$ cat src/hw/rtl/spq_pkg.sv
`default_nettype none
// ----------------------------------------------------------------------------
// spq_pkg
// shared types, codes and sizes of the sorted priority queue
// ----------------------------------------------------------------------------
package spq_pkg;

  localparam int QUEUE_DEPTH = 16;
  localparam int CNT_W       = $clog2(QUEUE_DEPTH + 1);
  localparam int PRIO_W      = 16;
  localparam int DATA_W      = 32;
  localparam int STATUS_W    = 2;
  localparam int FILL_W      = 5;

  typedef enum logic {
    FUNC_INSERT = 1'b0,
    FUNC_REMOVE = 1'b1
  } func_t;

  typedef enum logic [STATUS_W-1:0] {
    STATUS_DONE      = 2'd0,
    STATUS_UNDERFLOW = 2'd1,
    STATUS_FULL      = 2'd2
  } status_t;

  typedef struct packed {
    logic [PRIO_W-1:0] prio;
    logic [DATA_W-1:0] data;
  } entry_t;

  // broadcast from the top level to every cell
  typedef struct packed {
    logic   ins;
    logic   rem;
    entry_t item;
  } cell_ctl_t;

endpackage : spq_pkg
`default_nettype wire

$ cat src/hw/rtl/spq_req_if.sv
`default_nettype none
// ----------------------------------------------------------------------------
// spq_req_if
// request channel: insert or remove operation beats
// ----------------------------------------------------------------------------
interface spq_req_if;
  logic                      valid;
  logic                      ready;
  logic                      func;
  logic [spq_pkg::PRIO_W-1:0] item_priority;
  logic [spq_pkg::DATA_W-1:0] item_data;

  modport source (output valid, func, item_priority, item_data, input ready);
  modport sink   (input valid, func, item_priority, item_data, output ready);
endinterface : spq_req_if
`default_nettype wire

$ cat src/hw/rtl/spq_rsp_if.sv
`default_nettype none
// ----------------------------------------------------------------------------
// spq_rsp_if
// response channel: one beat per request
// ----------------------------------------------------------------------------
interface spq_rsp_if;
  logic                        valid;
  logic                        ready;
  logic [spq_pkg::DATA_W-1:0]   out_data;
  logic [spq_pkg::PRIO_W-1:0]   out_priority;
  logic [spq_pkg::STATUS_W-1:0] status;
  logic [spq_pkg::FILL_W-1:0]   fill_level;

  modport source (output valid, out_data, out_priority, status, fill_level, input ready);
  modport sink   (input valid, out_data, out_priority, status, fill_level, output ready);
endinterface : spq_rsp_if
`default_nettype wire

$ cat src/hw/rtl/spq_cell.sv
`default_nettype none
// ----------------------------------------------------------------------------
// spq_cell
// one slot of the sorted chain: keeps, takes the new item, or shifts
// ----------------------------------------------------------------------------
module spq_cell (
  input  wire logic               clk,
  input  wire spq_pkg::cell_ctl_t ctl,
  input  wire logic               occupied,
  input  wire logic               left_le,
  input  wire spq_pkg::entry_t    left_entry,
  input  wire spq_pkg::entry_t    right_entry,
  output spq_pkg::entry_t         entry,
  output logic                    le
);
  import spq_pkg::*;

  // stored and served no later than the new item
  assign le = occupied && (entry.prio <= ctl.item.prio);

  always_ff @(posedge clk) begin
    if (ctl.ins) begin
      if (!le) begin
        if (left_le) begin
          entry <= ctl.item;
        end else begin
          entry <= left_entry;
        end
      end
    end else if (ctl.rem) begin
      entry <= right_entry;
    end
  end

endmodule : spq_cell
`default_nettype wire

$ cat src/hw/rtl/sorted_priority_queue_top.sv
`default_nettype none
// ----------------------------------------------------------------------------
// sorted_priority_queue_top
// bounded priority queue kept sorted in a chain of shifting cells
// ----------------------------------------------------------------------------
// response: the response beat of a request is registered and valid in the cycle after it
// throughput: one beat per cycle unless rsp.ready holds it; every cell settles from
//   its own compare and its neighbors, so the chain takes a new beat each cycle
// reset: clears the fill count and the response valid; cell contents are
//   left as they are and only slots below the count are ever read
// ----------------------------------------------------------------------------
module sorted_priority_queue_top (
  input  wire logic clk,
  input  wire logic rst,
  spq_req_if.sink   req,
  spq_rsp_if.source rsp
);
  import spq_pkg::*;

  // fill count, the only occupancy state
  logic [CNT_W-1:0] count;
  logic [CNT_W-1:0] count_next;

  // chain of cells, slot 0 served first
  entry_t                 entries [QUEUE_DEPTH];
  logic [QUEUE_DEPTH-1:0] le;
  cell_ctl_t              ctl;

  logic req_beat;
  logic is_remove;
  logic full;
  logic empty;

  // response register parts the two sides: a new beat is taken as soon as
  // the waiting response leaves or in the same cycle
  assign req.ready = !rsp.valid || rsp.ready;
  assign req_beat  = req.valid && req.ready;

  assign is_remove = (req.func == FUNC_REMOVE);
  assign full      = (count == CNT_W'(QUEUE_DEPTH));
  assign empty     = (count == '0);

  // broadcast to all cells: new item and the move of this cycle
  always_comb begin
    ctl.ins       = req_beat && !is_remove && !full;
    ctl.rem       = req_beat && is_remove && !empty;
    ctl.item.prio = req.item_priority;
    ctl.item.data = req.item_data;
  end

  always_comb begin
    count_next = count;
    if (ctl.ins) begin
      count_next = count + 1'b1;
    end else if (ctl.rem) begin
      count_next = count - 1'b1;
    end
  end

  for (genvar i = 0; i < QUEUE_DEPTH; i++) begin : g_cell
    logic   occ;
    logic   left_le;
    entry_t left_entry;
    entry_t right_entry;

    assign occ = (CNT_W'(i) < count);

    // the head has nothing ahead of it, so a non-kept head takes the new item
    if (i == 0) begin : g_head
      assign left_le    = 1'b1;
      assign left_entry = ctl.item;
    end else begin : g_body
      assign left_le    = le[i-1];
      assign left_entry = entries[i-1];
    end

    // the tail slot keeps its own content on a remove (it falls out of range)
    if (i == QUEUE_DEPTH - 1) begin : g_tail
      assign right_entry = entries[i];
    end else begin : g_mid
      assign right_entry = entries[i+1];
    end

    spq_cell u_cell (
      .clk        (clk),
      .ctl        (ctl),
      .occupied   (occ),
      .left_le    (left_le),
      .left_entry (left_entry),
      .right_entry(right_entry),
      .entry      (entries[i]),
      .le         (le[i])
    );
  end

  // count and response register
  always_ff @(posedge clk) begin
    if (rst) begin
      count     <= '0;
      rsp.valid <= 1'b0;
    end else begin
      count <= count_next;
      if (req_beat) begin
        rsp.valid <= 1'b1;
      end else if (rsp.ready) begin
        rsp.valid <= 1'b0;
      end
    end
    if (req_beat) begin
      rsp.fill_level   <= FILL_W'(count_next);
      rsp.out_data     <= ctl.rem ? entries[0].data : '0;
      rsp.out_priority <= ctl.rem ? entries[0].prio : '0;
      if (is_remove && empty) begin
        rsp.status <= STATUS_UNDERFLOW;
      end else if (!is_remove && full) begin
        rsp.status <= STATUS_FULL;
      end else begin
        rsp.status <= STATUS_DONE;
      end
    end
  end

  // checks

  a_count_bound: assert property (@(posedge clk) disable iff (rst)
    count <= CNT_W'(QUEUE_DEPTH))
    else $error("fill count above queue depth");

  a_full_drop: assert property (@(posedge clk) disable iff (rst)
    (req_beat && !is_remove && full) |=> (count == $past(count)))
    else $error("insert into full queue changed the count");

  a_remove_dec: assert property (@(posedge clk) disable iff (rst)
    ctl.rem |=> (count == $past(count) - 1'b1))
    else $error("remove did not lower the count");

  a_head_sorted: assert property (@(posedge clk) disable iff (rst)
    (count >= CNT_W'(2)) |-> (entries[0].prio <= entries[1].prio))
    else $error("head pair out of order");

endmodule : sorted_priority_queue_top
`default_nettype wire
$ cat src/flat_wrapper.sv
// flat-port wrapper written by rule: the top's interface ports become plain ports
module sorted_priority_queue_top_flat import spq_pkg::*;
  (clk, rst, req_valid, req_func, req_item_priority, req_item_data, req_ready, rsp_valid, rsp_out_data, rsp_out_priority, rsp_status, rsp_fill_level, rsp_ready);
  spq_req_if req_i ();
  spq_rsp_if rsp_i ();
  input  wire logic clk;
  input  wire logic rst;
  input wire logic [$bits(req_i.valid)-1:0] req_valid;
  input wire logic [$bits(req_i.func)-1:0] req_func;
  input wire logic [$bits(req_i.item_priority)-1:0] req_item_priority;
  input wire logic [$bits(req_i.item_data)-1:0] req_item_data;
  output wire logic [$bits(req_i.ready)-1:0] req_ready;
  output wire logic [$bits(rsp_i.valid)-1:0] rsp_valid;
  output wire logic [$bits(rsp_i.out_data)-1:0] rsp_out_data;
  output wire logic [$bits(rsp_i.out_priority)-1:0] rsp_out_priority;
  output wire logic [$bits(rsp_i.status)-1:0] rsp_status;
  output wire logic [$bits(rsp_i.fill_level)-1:0] rsp_fill_level;
  input wire logic [$bits(rsp_i.ready)-1:0] rsp_ready;
  assign req_i.valid = req_valid;
  assign req_i.func = req_func;
  assign req_i.item_priority = req_item_priority;
  assign req_i.item_data = req_item_data;
  assign req_ready = req_i.ready;
  assign rsp_valid = rsp_i.valid;
  assign rsp_out_data = rsp_i.out_data;
  assign rsp_out_priority = rsp_i.out_priority;
  assign rsp_status = rsp_i.status;
  assign rsp_fill_level = rsp_i.fill_level;
  assign rsp_i.ready = rsp_ready;
  sorted_priority_queue_top u_core (.clk(clk), .rst(rst), .req(req_i), .rsp(rsp_i));
endmodule
$ cat config.mk
export PLATFORM = sky130hd
export DESIGN_NAME = sorted_priority_queue_top_flat
export DESIGN_NICKNAME = d
export VERILOG_FILES = /design/src/hw/rtl/spq_pkg.sv /design/src/hw/rtl/spq_req_if.sv /design/src/hw/rtl/spq_rsp_if.sv /design/src/hw/rtl/spq_cell.sv /design/src/hw/rtl/sorted_priority_queue_top.sv /design/src/flat_wrapper.sv
export SDC_FILE = /design/constraint.sdc
export NUM_CORES = 2
export LEC_CHECK = 0
export ABC_AREA = 1
export BUFFER_PORTS_ARGS = -buffer_cell sky130_fd_sc_hd__buf_2
export CAP_MARGIN = 10
export CORE_MARGIN = 2
export CORE_UTILIZATION = 45
export DETAILED_ROUTE_END_ITERATION = 10
export GPL_TIMING_DRIVEN = 1
export PLACE_DENSITY = 0.58
export REMOVE_ABC_BUFFERS = 1
export SLEW_MARGIN = 20
export SYNTH_ARGS = -nofsm -noshare
export SYNTH_HDL_FRONTEND = slang
export SYNTH_SLANG_ARGS = --single-unit
$ cat constraint.sdc
create_clock -name clk -period 10.3 [get_ports clk]
set_clock_uncertainty 0.05 [all_clocks]
set_input_delay 1.03 -clock clk [delete_from_list [all_inputs] [get_ports clk]]
set_output_delay 1.03 -clock clk [all_outputs]
set_load 0.005 [all_outputs]
==> results.yml <==
timing:
  maxSlewViolCount: 0
  fin_hold_ws_ns: 0.463
  fin_crit_ns: 5.72
  final.period_utilization_pct: 55.6
  relSlewSlack_pct: 32.2
  setup_tns_ns: 0
  setup_viol: 0
  rsz0062_at_grt: "no"
  max_clock_freq_mhz: 175
  tightest_slew_ns: 1.02
  hold_viol: 0
cts:
  ctsHtreeMaxLevel: 3
  clk_pin_slew_ns: 0.06
  cts_hold_buf: 0
  clock_latency_ns: 0.69
  cts_tree: "built"
  cts_sinks: 829
  cts.repair.resized: 0
  cts_made_buffers: 99
  clk_path_buf_depth: 3
  post-cts-setup-buffers: 0
  cts_root_buffer: "clkbuf_16"
worst_setup_path:
  start_kind: "flop"
  arrival_ns: 6.22
  worstSetupEndpointType: "flop"
  cp_data_required_time_ns: 10.80
  ff2ff_setup_slack_ns: 4.58
  criticalPathCategory: "reg -> reg"
  cp_max_fo: 145
logic_synthesis:
  syn_area_um2: 51400
  yosys.area.top_type: "edfxtp_1"
  synth_area_leaders: "edfxtp_1 48%, nand2_1 18%, nand3_1 14%"
  yosys.area_share.simple_pct: 33.6
  synth_top_family_by_area: "simple AND/OR/NAND/NOR gates"
  ys_seq_area_share_pct: 48.3
  syn_avg_cell_area_um2: 7.74
  synth_compound_area_share_pct: 2.01
  yosys.area_share.adder_pct: 6.31
  ys.warnings.count: 0
  yosysUniqueCellTypes: 29
  synth_top_area_share_pct: 48.1
  muxShareOfSynthArea_pct: 0
  synth_seq_cells: 829
  synthXorXnorAreaFrac_pct: 0.0682
  syn_inst: 6636
floorplanning:
  die_w_um: 342
  dieArea_um2: 117000
  rows: 123
  pin_count: 110
  initial_core_util_pct: 45.5
  die-height_um: 342
  core_area_um2: 113000
power:
  p_per_area_nw_per_um2: 177
  p_switching_mw: 3.08
  ir_worst_vdd_mv: 0.133
  power_frac_seq_pct: 45.3
  switching_share_pct: 31.2
  p_leak_nw: 27.2
  power_frac_comb_pct: 20.2
  p_int_mw: 6.81
  clkPwrFrac_pct: 34.5
routing:
  routed_wl_um: 129000
  route.detailed.drc: 0
  drtIter0Drc: 3643
  first_pass_iters: 6
  antenna_left: 0
  via_per_inst: 5.05
  vias: 40700
  wl_per_cell_um: 15.9
global_route:
  overflow: 0
  grt_pass1_vias: 39200
  grt_util_met2_pct: 32.3
  grt_first_pass_wirelength_um: 214000
  grt_use_met3_pct: 2.38
  grt-busiest-layer: "met1"
  met1_usage_pct: 34.8
  grt_max_degree: 224
  track_usage_pct: 22.0
  antenna_found_initial: 0
cells_and_area:
  layout_commonest_cell: "nand2_1"
  n_antenna_cell: 0
  mostFrequentLayoutCells: "2484 x nand2_1, 1424 x nand3_1, 823 x edfxtp_1"
  layout-drive-gt1-share_pct: 5.46
  nNetsFinal: 6790
  syn2layout_area_growth_pct: 8.59
place:
  place_hpwl_um: 89300
  io_buffer_count: 109
  place.gp.congestion: 0.813
hold_path:
  hp-class: "reg -> reg"
outcome:
  outcome: "completed"
flow_run:
  drv_cap: 0
per-stage QoR:
stage | total power, mW | std cells | util, % | setup WS [ns] | instance area, um2
after floorplan | 5.98 | 6194 | - | -12.81 | 49400
after global placement | 6.50 | 7877 | 46.6 | 4.59 | 52600
after detailed placement | 6.55 | 7877 | 46.7 | 4.45 | 52600
after CTS | 9.97 | 8058 | 49.4 | 4.68 | 55700
after global routing | 10.4 | 8058 | 49.5 | 4.21 | 55800
final | 9.89 | 8058 | 49.5 | 4.58 | 55800
sequential cells by signal, indices dropped and copies added (netlist names):
register                    cells
u_core.count                    5
u_core.g_cell.u_cell.entry    768
u_core.rsp.fill_level           5
u_core.rsp.out_data            32
u_core.rsp.out_priority        16
u_core.rsp.status               2
u_core.rsp.valid                1
path summary, 6_finish.rpt:
| path | from | endpoint | cells past startpoint |
|---|---|---|---|
| hold / removal | u_core.g_cell[15].u_cell.entry[26] | u_core.g_cell[14].u_cell.entry[26] | 2 |
| setup / recovery | u_core.count[0] | u_core.g_cell[12].u_cell.entry[10] | 12 |
| hold reg to reg | u_core.g_cell[15].u_cell.entry[26] | u_core.g_cell[14].u_cell.entry[26] | 2 |
| setup reg to reg | u_core.count[0] | u_core.g_cell[12].u_cell.entry[10] | 12 |
power by group through the flow:
stage	clock (mW)	sequential, mW	combinational (mW)
3_5_place_dp	0	4.55	2.00
4_1_cts	3.49	4.48	2.01
6_report	3.41	4.48	2.00
5_1_grt	3.61	4.52	2.31
2_1_floorplan	0	4.49	1.49
3_3_place_gp	0	4.54	1.96
cell type report:
cell class | count | area (um2)
multi-input cells | 4559 | 21800
inverters | 806 | 3030
clock buffers | 127 | 2630
repair buffers | 183 | 1140
fillers | 11200 | 57000
flip-flops and latches | 829 | 24800
well taps | 1500 | 1880
clock inverters | 54 | 480
synthesized netlist by cell type, drive strengths merged:
master  number
o21ai       76
nand3     1424
edfxtp     823
inv        806
a31oi        2
dfxtp        6
nand4       20
clkbuf     212
xor2         4
a21oi      102
o21a         1
nor3        19
nor2       134
a21o        15
ha         259
nor4         1
buf        230
nand2     2502
per-layer routing:
layer	vias to the layer above	part of all wire [%]	routed length (um)
li1	21300	-	-
met1	18300	53	67500
met2	946	41	52700
met3	117	5.1	6510
met4	0	1.4	1750
met5	-	0	0
critical path, cell delays in order, from the launching register on:
cell	delay, ns
dfxtp_1	0.37
inv_1	0.26
ha_1	0.20
inv_1	0.06
nor3_2	0.16
nand2_1	0.19
nand2_8	0.49
buf_12	0.53
buf_4	0.78
buf_4	0.85
buf_4	0.85
nand2_1	0.16
nand2_1	0.11
cell families after synthesis:
group / after synthesis
compound gates: 196
xor+xnor: 4
fa+ha+maj: 259
buf+inv: 1248
flops: 829
simple gates: 4100
(Power assumes the default switching activity.)
